File: src/hdl/tlv_object_stream_parser_core_defines.svh
`ifndef TLV_OBJECT_STREAM_PARSER_CORE_DEFINES_SVH
`define TLV_OBJECT_STREAM_PARSER_CORE_DEFINES_SVH

// Both macros expect clk and arst_n in the scope where they are used.
`define TLVP_ASSERT_IMP(lbl, ante, cons, msg) \
	lbl: assert property (@(posedge clk) disable iff (!arst_n) (ante) |-> (cons)) \
		else $error(msg);

`define TLVP_ASSERT_NEVER(lbl, cond, msg) \
	lbl: assert property (@(posedge clk) disable iff (!arst_n) !(cond)) \
		else $error(msg);

`endif

File: src/hdl/tlvp_pkg.sv
package tlvp_pkg;

	localparam int BYTE_W = 8;
	localparam int ACC_W  = 32;

	localparam int MAX_TAG_BYTES_DEF    = 4;
	localparam int MAX_LENGTH_BYTES_DEF = 4;

	localparam int QDEPTH = 2;

	// Configuration register indexes.
	localparam logic [1:0] CFG_TAG_MULTI   = 2'd0;
	localparam logic [1:0] CFG_TAG_MORE    = 2'd1;
	localparam logic [1:0] CFG_LENGTH_LONG = 2'd2;

	localparam logic [BYTE_W-1:0] TAG_MULTI_RST   = 8'h1F;
	localparam logic [BYTE_W-1:0] TAG_MORE_RST    = 8'h80;
	localparam logic [BYTE_W-1:0] LENGTH_LONG_RST = 8'h80;

	localparam logic [1:0] ROLE_TAG   = 2'd0;
	localparam logic [1:0] ROLE_LEN   = 2'd1;
	localparam logic [1:0] ROLE_VALUE = 2'd2;
	localparam logic [1:0] ROLE_SKIP  = 2'd3;

	localparam logic [2:0] ERR_NONE      = 3'd0;
	localparam logic [2:0] ERR_TRUNC     = 3'd1;
	localparam logic [2:0] ERR_LEN_LONG  = 3'd2;
	localparam logic [2:0] ERR_OVERRUN   = 3'd3;
	localparam logic [2:0] ERR_TAG_LONG  = 3'd4;

	// Byte after classification in the front end.
	typedef struct packed {
		logic [BYTE_W-1:0] data;
		logic [BYTE_W-1:0] total;
		logic [BYTE_W-1:0] pos;
		logic              last;
		logic              tag_multi_hit;
		logic              tag_more_hit;
		logic              len_long_hit;
		logic [BYTE_W-1:0] len_cnt;
	} item_t;

	typedef struct packed {
		logic [1:0]        byte_role;
		logic [BYTE_W-1:0] byte_out;
		logic [BYTE_W-1:0] object_number;
		logic              header_done;
		logic [ACC_W-1:0]  tag_value;
		logic [2:0]        tag_bytes;
		logic [2:0]        length_bytes;
		logic [BYTE_W-1:0] value_length;
		logic [BYTE_W-1:0] value_offset;
		logic [2:0]        error_code;
		logic              end_of_field;
	} result_t;

	typedef struct packed {
		logic full;
		logic empty;
	} q_status_t;

endpackage

File: src/hdl/tlv_object_stream_parser_core.sv
// Byte-serial TLV parser for a command data field. It takes one byte per cycle,
// unless in_stall is set, with the field's total length and returns one labelled
// beat per byte, in order: role (tag, length, value or skipped after an error),
// object ordinal, the header fields on the byte that completes a header, an error
// code and an end-of-field flag. A front end tracks the field position and matches
// the configured masks, a two-entry queue decouples it from the back end, whose
// per-byte state update sets the sustained rate of one byte per cycle unless
// out_stall; a byte's beat is registered when the back end pops it. Configuration
// writes are always taken and must only be made while no beat is in flight.
`include "tlv_object_stream_parser_core_defines.svh"

module tlv_object_stream_parser_core import tlvp_pkg::*; #(
	parameter int MAX_TAG_BYTES    = MAX_TAG_BYTES_DEF,
	parameter int MAX_LENGTH_BYTES = MAX_LENGTH_BYTES_DEF
) (
	input  logic              clk,
	input  logic              arst_n,
	input  logic              in_valid,
	output logic              in_stall,
	input  logic [BYTE_W-1:0] data_byte,
	input  logic [BYTE_W-1:0] total_length,
	input  logic              cfg_valid,
	output logic              cfg_ready,
	input  logic [1:0]        cfg_index,
	input  logic [BYTE_W-1:0] cfg_data,
	output logic              out_valid,
	input  logic              out_stall,
	output logic [1:0]        byte_role,
	output logic [BYTE_W-1:0] byte_out,
	output logic [BYTE_W-1:0] object_number,
	output logic              header_done,
	output logic [ACC_W-1:0]  tag_value,
	output logic [2:0]        tag_bytes,
	output logic [2:0]        length_bytes,
	output logic [BYTE_W-1:0] value_length,
	output logic [BYTE_W-1:0] value_offset,
	output logic [2:0]        error_code,
	output logic              end_of_field
);

	logic      push;
	item_t     push_item;
	item_t     head;
	logic      head_valid;
	logic      pop;
	q_status_t q_status;
	result_t   result;

	assign cfg_ready = 1'b1;
	assign in_stall  = q_status.full;

	tlvp_front u_front (
		.clk          (clk),
		.arst_n       (arst_n),
		.in_valid     (in_valid),
		.in_stall     (in_stall),
		.data_byte    (data_byte),
		.total_length (total_length),
		.cfg_valid    (cfg_valid),
		.cfg_ready    (cfg_ready),
		.cfg_index    (cfg_index),
		.cfg_data     (cfg_data),
		.push         (push),
		.item         (push_item)
	);

	tlvp_queue u_queue (
		.clk        (clk),
		.arst_n     (arst_n),
		.push       (push),
		.push_item  (push_item),
		.pop        (pop),
		.head       (head),
		.head_valid (head_valid),
		.status     (q_status)
	);

	tlvp_back #(
		.MAX_TAG_BYTES    (MAX_TAG_BYTES),
		.MAX_LENGTH_BYTES (MAX_LENGTH_BYTES)
	) u_back (
		.clk        (clk),
		.arst_n     (arst_n),
		.head       (head),
		.head_valid (head_valid),
		.pop        (pop),
		.out_valid  (out_valid),
		.out_stall  (out_stall),
		.result     (result)
	);

	assign byte_role     = result.byte_role;
	assign byte_out      = result.byte_out;
	assign object_number = result.object_number;
	assign header_done   = result.header_done;
	assign tag_value     = result.tag_value;
	assign tag_bytes     = result.tag_bytes;
	assign length_bytes  = result.length_bytes;
	assign value_length  = result.value_length;
	assign value_offset  = result.value_offset;
	assign error_code    = result.error_code;
	assign end_of_field  = result.end_of_field;

	`TLVP_ASSERT_NEVER(a_queue_state, q_status.full && q_status.empty, "queue full and empty")
	`TLVP_ASSERT_IMP(a_hdr_on_len, out_valid && header_done, byte_role == ROLE_LEN && error_code == ERR_NONE, "header done off a clean length byte")
	`TLVP_ASSERT_IMP(a_skip_clean, out_valid && byte_role == ROLE_SKIP, error_code == ERR_NONE && !header_done, "skipped byte carries status")
	`TLVP_ASSERT_IMP(a_hdr_fields, out_valid && !header_done, tag_value == '0 && tag_bytes == '0 && value_length == '0, "header fields without header")

endmodule

File: src/hdl/tlvp_front.sv
module tlvp_front import tlvp_pkg::*; (
	input  logic              clk,
	input  logic              arst_n,
	input  logic              in_valid,
	input  logic              in_stall,
	input  logic [BYTE_W-1:0] data_byte,
	input  logic [BYTE_W-1:0] total_length,
	input  logic              cfg_valid,
	input  logic              cfg_ready,
	input  logic [1:0]        cfg_index,
	input  logic [BYTE_W-1:0] cfg_data,
	output logic              push,
	output item_t             item
);

	logic [BYTE_W-1:0] tag_multi_mask_q;
	logic [BYTE_W-1:0] tag_more_mask_q;
	logic [BYTE_W-1:0] length_long_mask_q;
	logic [BYTE_W-1:0] position_q;
	logic [BYTE_W:0]   pos_inc;
	logic              last;

	always_ff @(posedge clk or negedge arst_n) begin
		if (!arst_n) begin
			tag_multi_mask_q   <= TAG_MULTI_RST;
			tag_more_mask_q    <= TAG_MORE_RST;
			length_long_mask_q <= LENGTH_LONG_RST;
		end else if (cfg_valid && cfg_ready) begin
			unique case (cfg_index)
				CFG_TAG_MULTI:   tag_multi_mask_q   <= cfg_data;
				CFG_TAG_MORE:    tag_more_mask_q    <= cfg_data;
				CFG_LENGTH_LONG: length_long_mask_q <= cfg_data;
				default: ;
			endcase
		end
	end

	// The field position depends only on the byte count, so it is tracked here.
	assign pos_inc = {1'b0, position_q} + 9'd1;
	assign last    = (pos_inc >= {1'b0, total_length});
	assign push    = in_valid && !in_stall;

	always_ff @(posedge clk or negedge arst_n) begin
		if (!arst_n) begin
			position_q <= '0;
		end else if (push) begin
			position_q <= last ? '0 : pos_inc[BYTE_W-1:0];
		end
	end

	always_comb begin
		item.data          = data_byte;
		item.total         = total_length;
		item.pos           = position_q;
		item.last          = last;
		item.tag_multi_hit = ((data_byte & tag_multi_mask_q) == tag_multi_mask_q);
		item.tag_more_hit  = ((data_byte & tag_more_mask_q) != '0);
		item.len_long_hit  = ((data_byte & length_long_mask_q) == length_long_mask_q);
		item.len_cnt       = data_byte & ~length_long_mask_q;
	end

endmodule

File: src/hdl/tlvp_queue.sv
module tlvp_queue import tlvp_pkg::*; (
	input  logic      clk,
	input  logic      arst_n,
	input  logic      push,
	input  item_t     push_item,
	input  logic      pop,
	output item_t     head,
	output logic      head_valid,
	output q_status_t status
);

	localparam int PW = (QDEPTH > 1) ? $clog2(QDEPTH) : 1;
	localparam int CW = $clog2(QDEPTH + 1);

	item_t         entries_q [QDEPTH];
	logic [PW-1:0] wr_ptr_q;
	logic [PW-1:0] rd_ptr_q;
	logic [CW-1:0] count_q;

	always_ff @(posedge clk) begin
		if (push) begin
			entries_q[wr_ptr_q] <= push_item;
		end
	end

	always_ff @(posedge clk or negedge arst_n) begin
		if (!arst_n) begin
			wr_ptr_q <= '0;
			rd_ptr_q <= '0;
			count_q  <= '0;
		end else begin
			if (push) begin
				wr_ptr_q <= (wr_ptr_q == PW'(QDEPTH - 1)) ? '0 : wr_ptr_q + 1'b1;
			end
			if (pop) begin
				rd_ptr_q <= (rd_ptr_q == PW'(QDEPTH - 1)) ? '0 : rd_ptr_q + 1'b1;
			end
			if (push && !pop) begin
				count_q <= count_q + 1'b1;
			end else if (pop && !push) begin
				count_q <= count_q - 1'b1;
			end
		end
	end

	assign head         = entries_q[rd_ptr_q];
	assign head_valid   = (count_q != '0);
	assign status.full  = (count_q == CW'(QDEPTH));
	assign status.empty = (count_q == '0);

endmodule

File: src/hdl/tlvp_back.sv
module tlvp_back import tlvp_pkg::*; #(
	parameter int MAX_TAG_BYTES    = MAX_TAG_BYTES_DEF,
	parameter int MAX_LENGTH_BYTES = MAX_LENGTH_BYTES_DEF
) (
	input  logic    clk,
	input  logic    arst_n,
	input  item_t   head,
	input  logic    head_valid,
	output logic    pop,
	output logic    out_valid,
	input  logic    out_stall,
	output result_t result
);

	localparam int TCW = $clog2(MAX_TAG_BYTES + 1);
	localparam int LCW = $clog2(MAX_LENGTH_BYTES + 2);
	localparam int LNW = $clog2(MAX_LENGTH_BYTES + 1);

	localparam logic [2:0] PH_TAG_FIRST = 3'd0;
	localparam logic [2:0] PH_TAG_MORE  = 3'd1;
	localparam logic [2:0] PH_LEN_FIRST = 3'd2;
	localparam logic [2:0] PH_LEN_MORE  = 3'd3;
	localparam logic [2:0] PH_VALUE     = 3'd4;

	logic [2:0]        phase_q, phase_n;
	logic [BYTE_W-1:0] obj_q, obj_n;
	logic [ACC_W-1:0]  tag_acc_q, tag_acc_n;
	logic [TCW-1:0]    tag_cnt_q, tag_cnt_n;
	logic [LCW-1:0]    len_cnt_q, len_cnt_n;
	logic [LNW-1:0]    len_need_q, len_need_n;
	logic [ACC_W-1:0]  len_acc_q, len_acc_n;
	logic [BYTE_W-1:0] val_rem_q, val_rem_n;
	logic              err_seen_q, err_seen_n;

	logic [1:0]        role;
	logic [2:0]        err;
	logic              hdr;
	logic              do_finish;
	logic [BYTE_W:0]   pos_inc;
	logic [BYTE_W:0]   avail;
	logic [BYTE_W-1:0] tag_cnt_ext;
	logic [BYTE_W-1:0] len_cnt_ext;
	logic              out_valid_q;
	result_t           result_q;

	assign pop     = head_valid && (!out_valid_q || !out_stall);
	assign pos_inc = {1'b0, head.pos} + 9'd1;
	assign avail   = ({1'b0, head.total} > pos_inc) ? ({1'b0, head.total} - pos_inc) : '0;

	always_comb begin
		phase_n    = phase_q;
		obj_n      = obj_q;
		tag_acc_n  = tag_acc_q;
		tag_cnt_n  = tag_cnt_q;
		len_cnt_n  = len_cnt_q;
		len_need_n = len_need_q;
		len_acc_n  = len_acc_q;
		val_rem_n  = val_rem_q;
		err_seen_n = err_seen_q;
		role       = ROLE_SKIP;
		err        = ERR_NONE;
		hdr        = 1'b0;
		do_finish  = 1'b0;

		if (!err_seen_q) begin
			unique case (phase_q)
				PH_TAG_MORE: begin
					role      = ROLE_TAG;
					tag_acc_n = {tag_acc_q[ACC_W-BYTE_W-1:0], head.data};
					tag_cnt_n = tag_cnt_q + 1'b1;
					if (head.tag_more_hit) begin
						if (tag_cnt_n >= TCW'(MAX_TAG_BYTES)) begin
							err = ERR_TAG_LONG;
						end
					end else begin
						phase_n = PH_LEN_FIRST;
					end
				end
				PH_LEN_FIRST: begin
					role      = ROLE_LEN;
					len_cnt_n = LCW'(1);
					len_acc_n = '0;
					if (head.len_long_hit) begin
						if (head.len_cnt > BYTE_W'(MAX_LENGTH_BYTES)) begin
							err = ERR_LEN_LONG;
						end else if (head.len_cnt == '0) begin
							do_finish = 1'b1;
						end else begin
							len_need_n = LNW'(head.len_cnt);
							phase_n    = PH_LEN_MORE;
						end
					end else begin
						len_acc_n = ACC_W'(head.data);
						do_finish = 1'b1;
					end
				end
				PH_LEN_MORE: begin
					role      = ROLE_LEN;
					len_cnt_n = len_cnt_q + 1'b1;
					// An accumulator that would lose bits saturates, which always overruns.
					if (len_acc_q[ACC_W-1:ACC_W-BYTE_W] != '0) begin
						len_acc_n = '1;
					end else begin
						len_acc_n = {len_acc_q[ACC_W-BYTE_W-1:0], head.data};
					end
					len_need_n = len_need_q - 1'b1;
					do_finish  = (len_need_n == '0);
				end
				PH_VALUE: begin
					role      = ROLE_VALUE;
					val_rem_n = val_rem_q - 1'b1;
					if (val_rem_n == '0) begin
						phase_n = PH_TAG_FIRST;
						obj_n   = obj_q + 1'b1;
					end
				end
				default: begin
					role      = ROLE_TAG;
					tag_acc_n = ACC_W'(head.data);
					tag_cnt_n = TCW'(1);
					if (head.tag_multi_hit) begin
						if (MAX_TAG_BYTES <= 1) begin
							err = ERR_TAG_LONG;
						end else begin
							phase_n = PH_TAG_MORE;
						end
					end else begin
						phase_n = PH_LEN_FIRST;
					end
				end
			endcase

			if (do_finish) begin
				if (len_acc_n > ACC_W'(avail)) begin
					err = ERR_OVERRUN;
				end else begin
					hdr = 1'b1;
					if (len_acc_n == '0) begin
						phase_n = PH_TAG_FIRST;
						obj_n   = obj_q + 1'b1;
					end else begin
						phase_n   = PH_VALUE;
						val_rem_n = len_acc_n[BYTE_W-1:0];
					end
				end
			end

			if (err == ERR_NONE && head.last && phase_n != PH_TAG_FIRST) begin
				err = ERR_TRUNC;
			end
			if (err != ERR_NONE) begin
				err_seen_n = 1'b1;
			end
		end
	end

	assign tag_cnt_ext = BYTE_W'(tag_cnt_n);
	assign len_cnt_ext = BYTE_W'(len_cnt_n);

	always_ff @(posedge clk or negedge arst_n) begin
		if (!arst_n) begin
			phase_q    <= PH_TAG_FIRST;
			obj_q      <= 8'd1;
			tag_acc_q  <= '0;
			tag_cnt_q  <= '0;
			len_cnt_q  <= '0;
			len_need_q <= '0;
			len_acc_q  <= '0;
			val_rem_q  <= '0;
			err_seen_q <= 1'b0;
		end else if (pop) begin
			// The last byte of a field returns everything to the start state.
			if (head.last) begin
				phase_q    <= PH_TAG_FIRST;
				obj_q      <= 8'd1;
				tag_acc_q  <= '0;
				tag_cnt_q  <= '0;
				len_cnt_q  <= '0;
				len_need_q <= '0;
				len_acc_q  <= '0;
				val_rem_q  <= '0;
				err_seen_q <= 1'b0;
			end else begin
				phase_q    <= phase_n;
				obj_q      <= obj_n;
				tag_acc_q  <= tag_acc_n;
				tag_cnt_q  <= tag_cnt_n;
				len_cnt_q  <= len_cnt_n;
				len_need_q <= len_need_n;
				len_acc_q  <= len_acc_n;
				val_rem_q  <= val_rem_n;
				err_seen_q <= err_seen_n;
			end
		end
	end

	always_ff @(posedge clk or negedge arst_n) begin
		if (!arst_n) begin
			out_valid_q <= 1'b0;
		end else if (pop) begin
			out_valid_q <= 1'b1;
		end else if (!out_stall) begin
			out_valid_q <= 1'b0;
		end
	end

	always_ff @(posedge clk) begin
		if (pop) begin
			result_q.byte_role     <= role;
			result_q.byte_out      <= head.data;
			result_q.object_number <= obj_q;
			result_q.header_done   <= hdr;
			result_q.tag_value     <= hdr ? tag_acc_n : '0;
			result_q.tag_bytes     <= hdr ? tag_cnt_ext[2:0] : '0;
			result_q.length_bytes  <= hdr ? len_cnt_ext[2:0] : '0;
			result_q.value_length  <= hdr ? len_acc_n[BYTE_W-1:0] : '0;
			result_q.value_offset  <= hdr ? pos_inc[BYTE_W-1:0] : '0;
			result_q.error_code    <= err;
			result_q.end_of_field  <= head.last;
		end
	end

	assign out_valid = out_valid_q;
	assign result    = result_q;

endmodule
File: config.mk
export PLATFORM = sky130hd
export DESIGN_NAME = tlv_object_stream_parser_core
export DESIGN_NICKNAME = d
export VERILOG_FILES = /design/src/hdl/tlvp_pkg.sv /design/src/hdl/tlv_object_stream_parser_core.sv /design/src/hdl/tlvp_front.sv /design/src/hdl/tlvp_queue.sv /design/src/hdl/tlvp_back.sv
export VERILOG_INCLUDE_DIRS = /design/src /design/src/hdl
export SDC_FILE = /design/constraint.sdc
export NUM_CORES = 1
export LEC_CHECK = 0
export BUFFER_PORTS_ARGS = -buffer_cell sky130_fd_sc_hd__buf_2
export CORE_MARGIN = 8
export CORE_UTILIZATION = 30
export CTS_CLUSTER_DIAMETER = 30
export DETAILED_ROUTE_END_ITERATION = 6
export MAX_ROUTING_LAYER = met4
export PLACE_DENSITY = 0.57
export SLEW_MARGIN = 10
export SYNTH_ARGS = -nofsm -noshare
export SYNTH_HDL_FRONTEND = slang
export SYNTH_SLANG_ARGS = --single-unit
File: constraint.sdc
create_clock -name clk -period 6.75 [get_ports clk]
set_input_delay 0 -clock clk [delete_from_list [all_inputs] [get_ports clk]]
set_output_delay 0 -clock clk [all_outputs]
set_load 0.005 [all_outputs]
==> impl_metrics.toml <==
[detailed_routing]
ant_nets = 0
via_count = 9792
routed_wl_mm = 34.5
wire_per_inst_um = 17.5
drt-pass1-iter-count = 5
drt_iter0_drc = 729
vias_per_cell = 4.97
route.detailed.drc = 0

[clocking]
numCtsBuffers = 60
cts_num_sinks = 279
clockBufferDepth = 3
htree_levels = 2
clockRootBuffer = "clkbuf_16"
cts_tree = "done"
clk_pin_slew_ns = 0.05
worstSkewPairLatency_ns = 0.60
postCtsSetupRepairBufs = 0

[sta]
whs_ns = 0.180
post-route-period-util_pct = 91.3
finalMaxSlewViolations = 0
max_freq_ghz = 0.162
period_needed_ns = 6.17
setup_viol = 0
worstMarginPinSlew_ns = 1.11
timing.setup.tns_ns = 0
rsz0062_at_grt = "false"
slew_headroom_pct = 25.4
setup_ws_ns = 0.585
final_hold_viol_count = 0
fin_skew_ns = 0.0230

[layout]
n_antenna_cell = 0
seq_area_sq_mm = 0.00774
drive_gt1_share_pct = 21.4
layout-area-overhead-vs-synth_pct = 28.4
fillCellCount = 4211
final_cell_area_sq_mm = 0.0169
layout.cells.non_filler = 1971
multi_input_area_sq_mm = 0.00501
final_util_pct = 39.2
finish.net_count = 1402

[placement]
finalWeightedCongestion = 0.849
dp_hpwl_mm = 23.4
placed_area_sq_mm = 0.0144
place_inst = 1812
pre_cts_ws_ns = 0.365
io_buffers = 109

[worst_setup_path]
timing.rr.start = "u_queue.rd_ptr_q$_DFFE_PN0P_"
rr_endpoint = "u_back.result[22]$_SDFFCE_PN0P_"
ff2ff_setup_slack_ns = 0.58
required_ns = 7.18
crit_family = "compound AO/OA/AOI/OAI gates"
r2r_cells = 22
worst-path-max-fanout = 24
crit_chain = "mux2i_2, inv_1, ha_1, inv_1, ha_1, nor2b_1, o21ai_0, a21oi_1, o21ai_0, a21oi_1, o21a_1, o21ai_0, or4b_2, ha_1, and3_1, a221oi_1, a41oi_1, a2111oi_4, nand4_2, or2_4, buf_4, a21oi_1"
critPathBufInv = 3
end_kind = "flip-flop"
max_stage_delay_ns = 0.61
cp_slowest_cell = "or4b_2"
worstPathArrival_ns = 6.59
worstSetupPathType = "flip-flop to flip-flop"
worstSetupStartpointType = "flip-flop"
crit_start = "u_queue.rd_ptr_q$_DFFE_PN0P_"

[synthesis]
syn-num-nets = 1218
syn_inst = 1151
synth_area_sq_mm = 0.0132
synth_enable_flop_cells = 149
synth_largest_area_cell = "edfxtp_1"
synth_seq_cells = 279
ys_warn_count = 0
ys_seq_area_share_pct = 58.8
avgSynthCellArea_sq_um = 11.4
synth-async-reset-ratio_pct = 46.6
yosysTopAreaCellShare_pct = 34.0
synthFlopType = "edfxtp_1"
synth_cell_type_count = 80
synth.area.top_cells = "edfxtp_1, dfrtp_1, ha_1"

[die]
rows = 76
core-area_sq_mm = 0.0432
die_area_sq_mm = 0.0508
die_w_um = 225
initial_core_util_pct = 30.5
die_y_um = 225
ios = 111

[worst_hold_path]
min_from = "out_stall"
holdPathStages = 4
hold_path_class = "input port to flip-flop"
hold_end = "u_back.out_valid$_DFFE_PN0P_"

[power]
power_density_mw_per_mm2 = 483
power_leakage_nw = 6.92
ir_worst_vdd_mv = 0.226
power.total_mw = 8.17

[grt]
overflow = 0
grt_use_total_pct = 13.9
grt_start_max_net_pins = 70
grt_pass1_vias = 9848
grt_pass1_wl_mm = 54.9
antenna_found_initial = 0

[job]
cap_violations = 0

[status]
status = "finished, final reports clean"
## cells by family after synthesis
group | Yosys count | share of synthesized area (%)
and+or+nand+nor | 354 | 13.0
AOI/OAI and AO/OA | 305 | 16.1
DFF | 279 | 58.8
buffers and inverters | 109 | 3.36
muxes | 44 | 3.68
adders and majority gates | 36 | 3.48
xor gates and xnor gates | 23 | 1.53
other | 1 | 0.0285
## layout by cell type, fill, tap and decap left out, drive strengths merged, types with 19 or more instances in the layout
cell type / count
a21oi: 42
a22o: 43
a22oi: 38
buf: 131
clkbuf: 70
clkinv: 23
dfrtp: 122
dlygate4sd3: 45
edfxtp: 149
ha: 35
inv: 62
mux2: 25
mux2i: 19
nand2: 111
nand3: 22
nor2: 106
nor2b: 24
o21ai: 83
## where the power goes
part           switching (mW)  leakage, nW  total (mW)  internal (mW)
Combinational            1.68         2.77        2.68          0.992
Sequential              0.289         3.16        2.61           2.32
Clock                   0.976        0.988        2.88           1.91
## state kept, by name, indices dropped and copies added, names as in the netlist
| register | flops |
|---|---|
| u_queue.entries_q | 72 |
| u_back.err_seen_q | 1 |
| u_back.len_acc_q | 32 |
| u_queue.wr_ptr_q | 1 |
| u_back.out_valid | 1 |
| u_front.length_long_mask_q | 8 |
| u_back.result | 77 |
| u_queue.rd_ptr_q | 1 |
| u_front.tag_multi_mask_q | 8 |
| u_back.tag_cnt_q | 3 |
| u_back.obj_q | 8 |
| u_front.position_q | 8 |
| u_back.val_rem_q | 8 |
| u_back.len_need_q | 3 |
| u_back.len_cnt_q | 3 |
| u_back.phase_q | 3 |
| u_front.tag_more_mask_q | 8 |
| u_back.tag_acc_q | 32 |
| u_queue.count_q | 2 |
## worst register-to-register path: cells and delay by family (launching register included)
kind                       cells  cell delay (ns)
AOI/OAI and AO/OA             10             1.97
adders and majority gates      3             0.94
buffers and inverters          3             0.43
muxes                          1             0.36
DFF                            1             0.58
and+or+nand+nor                5             1.73
## worst max-delay path by stage
| stage | to | cells after the start | slack, ns |
|---|---|---|---|
| 4_1_cts | u_back.result[22]$_SDFFCE_PN0P_ | 22 | 0.34 |
| 2_1_floorplan | u_back.result[28]$_SDFFCE_PN0P_ | 27 | 0.26 |
| 6_report | u_back.result[22]$_SDFFCE_PN0P_ | 22 | 0.58 |
| 3_3_place_gp | u_back.result[22]$_SDFFCE_PN0P_ | 22 | 0.52 |
| 3_5_place_dp | u_back.result[22]$_SDFFCE_PN0P_ | 22 | 0.37 |
| 5_1_grt | u_back.result[22]$_SDFFCE_PN0P_ | 22 | 0.03 |
## synthesized netlist by cell type, drive strengths merged, types with 8 or more instances
library cell	n
nor2b	24
o21ai	83
xor2	11
nor4	15
a32o	10
nor2	106
mux2	25
mux2i	19
nand3b	8
a22oi	38
a21oi	42
a22o	43
nor3	15
o22ai	14
nand4	8
clkbuf	31
o21a	8
ha	35
nand3	22
nand2	111
a211oi	16
dfrtp	122
xnor2	12
dfstp	8
buf	23
edfxtp	149
nand2b	12
inv	55
## routing by layer
metal	track usage, %	up-vias	routed length, um
met5	-	-	0
met4	4.21	0	727
met3	3.93	49	2380
met2	21.0	296	15700
met1	18.1	4780	15700
li1	-	4667	-
## timing repair
item | 4_1_cts | 5_1_grt
gates resized for setup | 0 | 2
endpoints found under the setup margin | 0 | 39
hold buffers | 46 | 0
hold endpoints to repair | 128 | 0
## final cells by class
type | count | area share (%)
flip-flops and latches | 279 | 45.8
inverters | 55 | 1.23
repair buffers | 176 | 6.96
clock inverters | 43 | 2.54
clock buffers | 70 | 9.53
well taps | 585 | 4.33
multi-input cells | 763 | 29.6
(Power assumes the default switching activity.)
